`config.mk`:
```
export PLATFORM = sky130hd
export DESIGN_NAME = crc32_chunk_frame_checker_top
export DESIGN_NICKNAME = d
export VERILOG_FILES = /design/src/design/cfcf_pkg.sv /design/src/design/cfcf_in_reg.sv /design/src/design/cfcf_frame_core.sv /design/src/design/cfcf_out_reg.sv /design/src/design/crc32_chunk_frame_checker_top.sv
export SDC_FILE = /design/constraint.sdc
export NUM_CORES = 1
export LEC_CHECK = 0
export BUFFER_PORTS_ARGS = -buffer_cell sky130_fd_sc_hd__buf_2
export CAP_MARGIN = 20
export CORE_MARGIN = 4
export CORE_UTILIZATION = 60
export CTS_CLUSTER_DIAMETER = 60
export DETAILED_ROUTE_END_ITERATION = 10
export PLACE_DENSITY = 0.87
export SETUP_SLACK_MARGIN = 0.5
export SLEW_MARGIN = 20
export SYNTH_ARGS = -nofsm -noshare
export SYNTH_HDL_FRONTEND = slang
export SYNTH_SLANG_ARGS = --single-unit
```
`constraint.sdc`:
```
create_clock -name clk -period 7.07 [get_ports clk]
set_input_delay 2.121 -clock clk [delete_from_list [all_inputs] [get_ports clk]]
set_output_delay 2.121 -clock clk [all_outputs]
set_load 0.01 [all_outputs]
```
`src/design/cfcf_pkg.sv`:
```
// Shared types, constants and the byte-wide CRC-32 update for the frame checker.
// No dependencies; imported by every module of the block.
`default_nettype none

package cfcf_pkg;

  localparam int unsigned MaxChunkDataDefault = 192;

  localparam logic [31:0] CrcPoly = 32'hEDB8_8320;
  localparam logic [31:0] CrcInit = 32'hFFFF_FFFF;

  localparam logic [7:0] MagicFirstReset  = 8'hDC;
  localparam logic [7:0] MagicSecondReset = 8'h6E;

  localparam logic [7:0] HeaderBytes  = 8'd6;
  localparam logic [7:0] TrailerBytes = 8'd4;
  localparam logic [7:0] MinFrame     = HeaderBytes + TrailerBytes;
  localparam logic [7:0] CountMax     = 8'hFF;

  localparam logic [7:0] PosMagicFirst  = 8'd0;
  localparam logic [7:0] PosMagicSecond = 8'd1;
  localparam logic [7:0] PosKind        = 8'd2;
  localparam logic [7:0] PosSeq         = 8'd3;
  localparam logic [7:0] PosTotal       = 8'd4;
  localparam logic [7:0] PosLength      = 8'd5;

  localparam logic REG_MAGIC_FIRST  = 1'b0;
  localparam logic REG_MAGIC_SECOND = 1'b1;

  localparam logic KIND_PAYLOAD = 1'b0;
  localparam logic KIND_STATUS  = 1'b1;

  localparam logic [1:0] ST_OK  = 2'd0;
  localparam logic [1:0] ST_BAD = 2'd1;
  localparam logic [1:0] ST_CRC = 2'd2;

  typedef struct packed {
    logic [7:0] in_byte;
    logic       end_of_burst;
  } beat_t;

  typedef struct packed {
    logic       result_kind;
    logic [7:0] payload_byte;
    logic [7:0] payload_index;
    logic [1:0] frame_status;
    logic [7:0] frame_kind;
    logic [7:0] seq_number;
    logic [7:0] chunk_total;
    logic [7:0] payload_length;
  } result_t;

  function automatic logic [31:0] crc_byte(input logic [31:0] crc, input logic [7:0] b);
    logic [31:0] c;
    c = crc ^ {24'd0, b};
    for (int j = 0; j < 8; j++) begin
      c = c[0] ? ((c >> 1) ^ CrcPoly) : (c >> 1);
    end
    return c;
  endfunction

endpackage

`default_nettype wire

```
`src/design/cfcf_in_reg.sv`:
```
// Input register stage of the frame checker: holds one accepted beat.
// Depends on cfcf_pkg for the beat type.
`default_nettype none

module cfcf_in_reg (
  input  wire logic           clk,
  input  wire logic           rst,
  input  wire logic           in_valid,
  output logic                in_stall,
  input  wire cfcf_pkg::beat_t in_beat,
  input  wire logic           take,
  output logic                s1_valid,
  output cfcf_pkg::beat_t     s1_beat
);
  import cfcf_pkg::*;

  assign in_stall = s1_valid && !take;

  always_ff @(posedge clk) begin
    if (rst) begin
      s1_valid <= 1'b0;
    end else if (!in_stall) begin
      s1_valid <= in_valid;
    end
  end

  always_ff @(posedge clk) begin
    if (!in_stall && in_valid) begin
      s1_beat <= in_beat;
    end
  end

endmodule

`default_nettype wire

```
`src/design/cfcf_frame_core.sv`:
```
// Frame state, configuration registers and per-beat check logic.
// Depends on cfcf_pkg for types, status codes and the CRC update.
`default_nettype none

module cfcf_frame_core #(
  parameter int unsigned MAX_CHUNK_DATA = cfcf_pkg::MaxChunkDataDefault
) (
  input  wire logic            clk,
  input  wire logic            rst,
  input  wire logic            cfg_write,
  input  wire logic            cfg_index,
  input  wire logic [7:0]      cfg_data,
  input  wire logic            take,
  input  wire cfcf_pkg::beat_t s1_beat,
  output logic                 res_valid,
  output cfcf_pkg::result_t    res
);
  import cfcf_pkg::*;

  localparam logic [7:0] MaxLen   = 8'(MAX_CHUNK_DATA);
  localparam logic [7:0] MaxBurst = 8'(MAX_CHUNK_DATA + 10);

  logic [7:0]  magic_first;
  logic [7:0]  magic_second;
  logic [7:0]  byte_count;
  logic [31:0] crc_accum;
  logic [31:0] trailer_shift;
  logic        magic_good;
  logic [7:0]  hdr_kind;
  logic [7:0]  hdr_seq;
  logic [7:0]  hdr_total;
  logic [7:0]  hdr_length;

  logic [7:0]  byte_count_next;
  logic [31:0] crc_accum_next;
  logic [31:0] trailer_shift_next;
  logic        magic_good_next;
  logic [7:0]  hdr_kind_next;
  logic [7:0]  hdr_seq_next;
  logic [7:0]  hdr_total_next;
  logic [7:0]  hdr_length_next;

  logic [7:0]  b;
  logic        in_body;
  logic        bad;
  logic        fwd;

  assign b = s1_beat.in_byte;

  always_ff @(posedge clk) begin
    if (rst) begin
      magic_first  <= MagicFirstReset;
      magic_second <= MagicSecondReset;
    end else if (cfg_write) begin
      unique case (cfg_index)
        REG_MAGIC_FIRST:  magic_first  <= cfg_data;
        REG_MAGIC_SECOND: magic_second <= cfg_data;
        default: ;
      endcase
    end
  end

  always_comb begin
    magic_good_next = magic_good;
    hdr_kind_next   = hdr_kind;
    hdr_seq_next    = hdr_seq;
    hdr_total_next  = hdr_total;
    hdr_length_next = hdr_length;
    unique case (byte_count)
      PosMagicFirst:  if (b != magic_first) magic_good_next = 1'b0;
      PosMagicSecond: if (b != magic_second) magic_good_next = 1'b0;
      PosKind:        hdr_kind_next = b;
      PosSeq:         hdr_seq_next = b;
      PosTotal:       hdr_total_next = b;
      PosLength:      hdr_length_next = b;
      default: ;
    endcase

    in_body = {1'b0, byte_count} < ({1'b0, HeaderBytes} + {1'b0, hdr_length_next});
    crc_accum_next     = in_body ? crc_byte(crc_accum, b) : crc_accum;
    trailer_shift_next = {trailer_shift[23:0], b};
    byte_count_next    = (byte_count == CountMax) ? CountMax : byte_count + 8'd1;

    bad = (byte_count_next < MinFrame) || (byte_count_next > MaxBurst) || !magic_good_next
       || ({1'b0, byte_count_next} != ({1'b0, MinFrame} + {1'b0, hdr_length_next}));
    fwd = (byte_count >= HeaderBytes) && in_body && magic_good_next
       && (hdr_length_next <= MaxLen);

    res = '0;
    if (s1_beat.end_of_burst) begin
      res.result_kind    = KIND_STATUS;
      res.frame_status   = bad ? ST_BAD : ((~crc_accum_next != trailer_shift_next) ? ST_CRC : ST_OK);
      res.frame_kind     = hdr_kind_next;
      res.seq_number     = hdr_seq_next;
      res.chunk_total    = hdr_total_next;
      res.payload_length = hdr_length_next;
    end else begin
      res.result_kind   = KIND_PAYLOAD;
      res.payload_byte  = b;
      res.payload_index = byte_count - HeaderBytes;
    end
    res_valid = s1_beat.end_of_burst || fwd;
  end

  always_ff @(posedge clk) begin
    if (rst) begin
      byte_count    <= '0;
      crc_accum     <= CrcInit;
      trailer_shift <= '0;
      magic_good    <= 1'b1;
      hdr_kind      <= '0;
      hdr_seq       <= '0;
      hdr_total     <= '0;
      hdr_length    <= '0;
    end else if (take) begin
      if (s1_beat.end_of_burst) begin
        byte_count    <= '0;
        crc_accum     <= CrcInit;
        trailer_shift <= '0;
        magic_good    <= 1'b1;
        hdr_kind      <= '0;
        hdr_seq       <= '0;
        hdr_total     <= '0;
        hdr_length    <= '0;
      end else begin
        byte_count    <= byte_count_next;
        crc_accum     <= crc_accum_next;
        trailer_shift <= trailer_shift_next;
        magic_good    <= magic_good_next;
        hdr_kind      <= hdr_kind_next;
        hdr_seq       <= hdr_seq_next;
        hdr_total     <= hdr_total_next;
        hdr_length    <= hdr_length_next;
      end
    end
  end

endmodule

`default_nettype wire

```
`src/design/cfcf_out_reg.sv`:
```
// Result register of the frame checker: holds one result beat until taken.
// Depends on cfcf_pkg for the result type.
`default_nettype none

module cfcf_out_reg (
  input  wire logic              clk,
  input  wire logic              rst,
  input  wire logic              s1_valid,
  input  wire logic              res_valid,
  input  wire cfcf_pkg::result_t res,
  output logic                   take,
  output logic                   out_valid,
  input  wire logic              out_stall,
  output cfcf_pkg::result_t      out_res
);
  import cfcf_pkg::*;

  assign take = s1_valid && (!out_valid || !out_stall);

  always_ff @(posedge clk) begin
    if (rst) begin
      out_valid <= 1'b0;
    end else if (take) begin
      out_valid <= res_valid;
    end else if (!out_stall) begin
      out_valid <= 1'b0;
    end
  end

  always_ff @(posedge clk) begin
    if (take && res_valid) begin
      out_res <= res;
    end
  end

endmodule

`default_nettype wire

```
`src/design/crc32_chunk_frame_checker_top.sv`:
```
// A result beat passes the input register and then the result register before it is valid at the outputs.
// Throughput: one input beat per cycle while the output is not stalled; the CRC update is byte-wide.
// A stalled output holds its beat while one more input beat waits in the input register.
// Reset (rst, synchronous, active high) clears the burst state and loads the magic
// registers with their defaults.
// Depends on cfcf_pkg, cfcf_in_reg, cfcf_frame_core and cfcf_out_reg.
`default_nettype none

module crc32_chunk_frame_checker_top #(
  parameter int unsigned MAX_CHUNK_DATA = cfcf_pkg::MaxChunkDataDefault
) (
  input  wire logic       clk,
  input  wire logic       rst,
  input  wire logic       cfg_write,
  input  wire logic       cfg_index,
  input  wire logic [7:0] cfg_data,
  input  wire logic       in_valid,
  output logic            in_stall,
  input  wire logic [7:0] in_byte,
  input  wire logic       end_of_burst,
  output logic            out_valid,
  input  wire logic       out_stall,
  output logic            result_kind,
  output logic [7:0]      payload_byte,
  output logic [7:0]      payload_index,
  output logic [1:0]      frame_status,
  output logic [7:0]      frame_kind,
  output logic [7:0]      seq_number,
  output logic [7:0]      chunk_total,
  output logic [7:0]      payload_length
);
  import cfcf_pkg::*;

  beat_t   in_beat;
  beat_t   s1_beat;
  logic    s1_valid;
  logic    take;
  logic    res_valid;
  result_t res;
  result_t out_res;

  assign in_beat.in_byte      = in_byte;
  assign in_beat.end_of_burst = end_of_burst;

  cfcf_in_reg u_in (
    .clk      (clk),
    .rst      (rst),
    .in_valid (in_valid),
    .in_stall (in_stall),
    .in_beat  (in_beat),
    .take     (take),
    .s1_valid (s1_valid),
    .s1_beat  (s1_beat)
  );

  cfcf_frame_core #(
    .MAX_CHUNK_DATA (MAX_CHUNK_DATA)
  ) u_core (
    .clk       (clk),
    .rst       (rst),
    .cfg_write (cfg_write),
    .cfg_index (cfg_index),
    .cfg_data  (cfg_data),
    .take      (take),
    .s1_beat   (s1_beat),
    .res_valid (res_valid),
    .res       (res)
  );

  cfcf_out_reg u_out (
    .clk       (clk),
    .rst       (rst),
    .s1_valid  (s1_valid),
    .res_valid (res_valid),
    .res       (res),
    .take      (take),
    .out_valid (out_valid),
    .out_stall (out_stall),
    .out_res   (out_res)
  );

  assign result_kind    = out_res.result_kind;
  assign payload_byte   = out_res.payload_byte;
  assign payload_index  = out_res.payload_index;
  assign frame_status   = out_res.frame_status;
  assign frame_kind     = out_res.frame_kind;
  assign seq_number     = out_res.seq_number;
  assign chunk_total    = out_res.chunk_total;
  assign payload_length = out_res.payload_length;

endmodule

`default_nettype wire

```
Word level (Yosys, flattened, before mapping) --
Index checks and enable logic that the tools add are counted.
Cells by class: add/sub/neg operators 4, $lt $le $gt $ge 5, equal/unequal tests 11, muxes and demuxes 30, bitwise operators 12, reductions and logical operators 21
Operators with widths (number):
- 32-bit 2-to-1 mux | 10
- 13-bit inverter with 14-bit output | 8
- 8-bit 2-to-1 mux | 10
- 32-bit != test | 1
- 32-bit inverter | 1
- 32-bit by 8-bit XOR with 32-bit output | 1
- 24-bit 2-to-1 mux | 1
- 8-bit by 2-bit equality test with 1-bit output (second input constant) | 2
- 8-bit by 3-bit equality test with 1-bit output (second input constant) | 2
- 8-bit != test | 2
- 3-bit by 8-bit adder with 9-bit output (first input constant) | 1
- 4-bit by 8-bit adder with 9-bit output (first input constant) | 1
- 8-bit by 9-bit < comparator with 1-bit output | 1
- 8-bit by 9-bit != test with 1-bit output | 1
- 8-bit by 1-bit adder with 8-bit output (second input constant) | 1
- 8-bit by 1-bit equality test with 1-bit output (second input constant) | 1
- 8-bit equality test (second input constant) | 1
- 8-bit by 3-bit greater-or-equal comparator with 1-bit output (second input constant) | 1
- 8-bit > comparator (second input constant) | 1
- 8-bit less-or-equal comparator (second input constant) | 1
- 8-bit zero test | 1
- 8-bit by 4-bit < comparator with 1-bit output (second input constant) | 1
- 8-bit by 3-bit subtractor with 8-bit output (second input constant) | 1
- 1-bit logical AND | 7
- 9 further kinds | 25
Storage, ports and cells: register bits after elaboration 175, input bits 23, logic and storage cells 106

Longest topological paths before layout --
depth after elaboration 22, depth in mapped cells 21, mapped depth without buffers 18

By module --
From an unflattened synthesis, not the netlist that was laid out.
Second synthesis, totals: cells, all modules 997, area, all modules 9375.2 µm²
Modules (own cells, without submodules):
- cfcf_frame_core | times used 1, cells each 927, area an instance 7479.7 µm²
- cfcf_out_reg | times used 1, cells each 57, area an instance 1575.3 µm²
- cfcf_in_reg | times used 1, cells each 13, area an instance 320.3 µm²

Worst setup path after synthesis --
No wires, ideal clock.
path type register to register, start point register u_core.byte_count[6], end point register u_out.out_res[0] (netlist name), setup time 0.460 ns, data arrival time 5.922 ns, required time 6.610 ns, setup slack 0.688 ns, stages on the path, launching flop included 19, path buffers 5, period minus slack after synthesis 6.382 ns, cell sequence dfxtp_1 > clkbuf_1 > or3_1 > buf_2 > nor2_1 > buf_2 > mux2i_1 > ha_1 > nor3_1 > xor2_1 > ha_1 > and3_1 > a221oi_1 > a21oi_1 > buf_4 > buf_2 > a211oi_1 > a21oi_1 > nor2_1
Between the ends: word-level cells in the longest chain between the ends 9, elaborated cells on any way between the ends 14, those cells by class 1 x add/sub; 3 x order compare; 2 x eq/ne; 2 x mux; 6 x reduce/logical
RTL lines:
- from (decl) | RTL line cfcf_frame_core.sv:25 | logic [7:0] byte_count;
- from (signal assigned) | RTL line cfcf_frame_core.sv:126 | byte_count <= byte_count_next;
- 8-bit by 3-bit equality test with 1-bit output | RTL line cfcf_frame_core.sv:69 | unique case (byte_count)
- 8-bit 2-to-1 mux | RTL line cfcf_frame_core.sv:69
- 3-bit by 8-bit adder with 9-bit output | RTL line cfcf_frame_core.sv:79 | in_body = {1'b0, byte_count} < ({1'b0, HeaderBytes} + {1'b0, hdr_length_next});
- 8-bit by 9-bit < comparator with 1-bit output | RTL line cfcf_frame_core.sv:79
- 1-bit logical AND (2 in series) | RTL line cfcf_frame_core.sv:86 | fwd = (byte_count >= HeaderBytes) && in_body && magic_good_next
- 1-bit logical AND (*) | RTL line cfcf_frame_core.sv:87 | && (hdr_length_next <= MaxLen);
- 1-bit logical OR (*) | RTL line cfcf_frame_core.sv:102 | res_valid = s1_beat.end_of_burst || fwd;
- 1-bit logical AND (*) | RTL line cfcf_out_reg.sv:31 | if (take && res_valid) begin
Mark *: on every way between the ends. The rest lies on a longest branch, timed or not. A chain may end at the register's enable or synchronous reset.

Worst setup path in the final report --
start point register u_core.byte_count[0], end point register u_out.out_res[33] (netlist name)
Between the ends: word-level cells in the longest chain between the ends 8, elaborated cells on any way between the ends 23, those cells by class 3 x add/sub; 3 x order compare; 5 x eq/ne; 5 x mux; 1 x bitwise; 6 x reduce/logical
RTL lines:
- 8-bit by 3-bit equality test with 1-bit output | RTL line cfcf_frame_core.sv:69
- 8-bit 2-to-1 mux | RTL line cfcf_frame_core.sv:69
- 3-bit by 8-bit adder with 9-bit output | RTL line cfcf_frame_core.sv:79
- 8-bit by 9-bit < comparator with 1-bit output | RTL line cfcf_frame_core.sv:79
- 32-bit 2-to-1 mux | RTL line cfcf_frame_core.sv:80 | crc_accum_next = in_body ? crc_byte(crc_accum, b) : crc_accum;
- 32-bit inverter | RTL line cfcf_frame_core.sv:92 | res.frame_status = bad ? ST_BAD : ((~crc_accum_next != trailer_shift_next) ? ST_CRC : ST_OK);
- 32-bit != test | RTL line cfcf_frame_core.sv:92
- 2-bit 2-to-1 mux | RTL line cfcf_frame_core.sv:92
Parallel ways exist; a longest one is shown, timed or not.

==> results.py <==
metrics = {
    "routing": {
        "drc": 0,
        "avgViaCountPerCell": 6.18,
        "drt-total-wl_mm": 23.2,
        "vias": 7383,
        "first_iter_violations": 704,
        "drtPass1Iterations": 5,
        "wire_per_inst_um": 19.4,
        "ant_nets": 0,
    },
    "logic_synthesis": {
        "yosys.area_share.simple": 0.172,
        "synthCells": 961,
        "synth_xor_area_frac": 0.151,
        "yosys-top-cells-area": "dfxtp_1 25%, edfxtp_1 20%, xnor2_1 9.4%, mux2i_1 4.9%, nor2_1 4.6%",
        "synth_edf_count": 60,
        "muxShareOfSynthArea": 0.0505,
        "synth_seq_cells": 175,
        "netlist_area_um2": 9150,
        "synth_fa_ha_area_frac": 0.0192,
        "synth_compound_area_frac": 0.122,
        "synth_area_leader_cell": "dfxtp_1",
        "yosysSeqAreaShare": 0.449,
        "async_reset_ff_frac": 0,
        "syn-num-nets": 998,
        "synth.distinct_cells": 62,
        "synth_area_per_cell_um2": 9.52,
        "synth_top_family_by_area": "simple AND/OR/NAND/NOR gates",
        "ys.flop_type": "dfxtp_1",
        "yosysWarnings": 0,
        "synth.top_cell.area_share": 0.252,
    },
    "status": {
        "outcome": "finished clean",
    },
    "clocking": {
        "h-tree-depth": 4,
        "cts_root_buf": "clkbuf_16",
        "clkLatencyLatePin_ns": 0.44,
        "cts_resized": 0,
        "tritoncts": "built",
        "ctsHoldBuffers": 0,
        "cts_setup_buffers": 0,
        "numCtsBuffers": 17,
        "clk_pin_slew_ns": 0.07,
        "clk_path_buf_depth": 2,
        "cts_sinks": 175,
    },
    "die": {
        "pin_count": 76,
        "initial_core_util": 0.620,
        "fp.dieArea_um2": 17300,
        "rows": 44,
        "die_w_um": 131,
        "coreArea_um2": 14800,
        "die_h_um": 131,
    },
    "critical_path": {
        "worstSetupPathType": "flop to flop",
        "slowest_stage": "mux2i_1",
        "max_stage_delay_ns": 0.69,
        "crit_required_ns": 7.22,
        "cp_top_family": "simple AND/OR/NAND/NOR gates",
        "cp-end-kind": "flop",
        "startpoint_type": "flop",
        "crit_path_max_fanout": 35,
        "crit_buf_inv": 2,
        "arrival_ns": 5.72,
        "worstPathCellList": "ha_1 > nand4bb_1 > nor2_1 > buf_4 > mux2i_1 > or3_1 > nor3_1 > xor2_1 > ha_1 > and3_1 > nand2_1 > a311o_1 > a21oi_4 > buf_4 > mux2i_1 > xnor2_1 > nand4_1 > nor4_1 > a311oi_1",
    },
    "timing": {
        "finalWorstSetupSlack_ns": 1.51,
        "fin_crit_ns": 5.56,
        "slew_headroom": 0.364,
        "fin_setup_tns_ns": 0,
        "worst_pin_slew_ns": 0.952,
        "setup_viol": 0,
        "finalCritPeriodShare": 0.787,
        "skew_ns": 0.00982,
        "finalMaxSlewViolations": 0,
        "max_freq_mhz": 180,
        "hold_viol": 0,
        "rsz0062_at_grt": "false",
    },
    "final_layout": {
        "fin_cells": 1194,
        "nets": 1034,
        "post_route_cells_drive_above_1_share": 0.137,
        "syn_to_final_growth_pct": 11.5,
        "antenna_cells": 0,
        "fillerInstances": 1068,
    },
    "global_route": {
        "overflow": 0,
        "antenna_found_initial": 0,
        "grt_pass1_wl_mm": 36.8,
        "grt_max_degree": 116,
        "grt_usage": 0.262,
        "first_global_vias": 7045,
    },
    "place": {
        "pre_cts_slack_ns": 1.63,
        "port_buffers": 75,
        "dp.cells": 1161,
        "post-dp-hpwl_mm": 15.2,
        "gp_congestion": 0.914,
    },
    "hold_path": {
        "min_path_type": "flop to flop",
    },
    "pwr": {
        "pwr_density_cell_nw_per_um2": 255,
        "ir_worst_vdd_uv": 229,
        "power_leakage_nw": 3.71,
    },
    "run": {
        "maxCapViolCount": 0,
    },
}
[state kept, by name, summed over array words and instances (netlist names)]
signal	flops
u_out.out_res	51
u_core.crc_accum	32
u_core.trailer_shift	24
u_in.s1_beat	9
u_core.byte_count	8
u_core.hdr_kind	8
u_core.hdr_length	8
u_core.hdr_seq	8
u_core.hdr_total	8
u_core.magic_first	8
u_core.magic_second	8
u_core.magic_good	1
u_in.s1_valid	1
u_out.out_valid	1
[metrics by stage]
stage / hold slack (ns) / utilization / power, mW / instance area (µm²)
3_3_place_gp: 0.456 / 0.647 / 1.61 / 9550
3_5_place_dp: 0.460 / 0.647 / 1.63 / 9550
6_report: 0.469 / 0.691 / 2.60 / 10200
2_1_floorplan: 0.424 / - / 1.52 / 9150
5_1_grt: 0.491 / 0.691 / 2.69 / 10200
4_1_cts: 0.469 / 0.689 / 2.60 / 10200
[cells by family (layout without fill, tap and decap cells)]
family,Yosys count,in the layout
simple gates,326,326
mux,46,46
buf+inv,78,127
flops,175,175
compound gates,178,178
xor+xnor,144,144
fa+ha+maj,14,14
[power breakdown]
group / switching, mW / internal [mW] / leakage (nW)
Clock: 0.409 / 0.571 / 0.301
Sequential: 0.0412 / 1.07 / 1.50
Combinational: 0.288 / 0.221 / 1.91
[cells in the final DEF, fill, tap and decap left out, drive strengths merged, types with 4 or more instances in the layout]
master  count
and3       23
o22ai      31
a21oi      70
xnor2     102
a21o        5
edfxtp     60
buf        85
or3         4
xor2       41
dfxtp     115
a211o       5
nand3b      6
nor4        8
or2         4
nand2b     33
nor3       10
clkbuf     18
nor2b      14
clkinv      5
nand3      24
ha         14
nand4      14
and2        4
mux2i      45
nor2      111
inv        15
a22oi      29
o21ai      15
nand2      67
[Yosys cell counts (29+ instances only)]
cell	count
a21oi_1	70
a22oi_1	29
clkbuf_1	53
dfxtp_1	115
edfxtp_1	60
mux2i_1	45
nand2_1	67
nand2b_1	33
nor2_1	111
o22ai_1	31
xnor2_1	98
xor2_1	37
[per-layer routing]
| metal | vias to the layer above | GRT usage | part of all wire |
|---|---|---|---|
| met1 | 3527 | 0.351 | 0.42 |
| met4 | 0 | 0.100 | 0.028 |
| met3 | 58 | 0.0550 | 0.083 |
| met5 | - | 0 | 0 |
| li1 | 3436 | - | - |
| met2 | 362 | 0.420 | 0.47 |
[worst reg2reg max path: cells and delay by family (launching register included)]
kind            cells  cell delay, ns
compound gates      3            0.65
xor+xnor            2            0.34
fa+ha+maj           2            0.60
buf+inv             2            0.73
flops               1            0.54
mux                 2            1.09
simple gates        8            1.33
[area by class of cell]
type,count,area [µm²],share of cell area
clock buffers,18,439,0.0431
clock inverters,14,175,0.0172
inverters,10,37.5,0.00368
multi-input cells,708,4740,0.465
flip-flops and latches,175,4100,0.402
well taps,184,230,0.0226
repair buffers,85,470,0.0461
[path summary, 6_finish.rpt]
check,cells past startpoint,start,to,slack [ns]
worst max-delay path,19,u_core.byte_count[0],u_out.out_res[33],1.51
worst min-delay path,2,u_core.magic_first[0],u_core.magic_first[0],0.47
worst max register to register,19,u_core.byte_count[0],u_out.out_res[33],1.51
worst min register to register,2,u_core.magic_first[0],u_core.magic_first[0],0.47
Note: power is estimated with default switching activity, not from simulation.
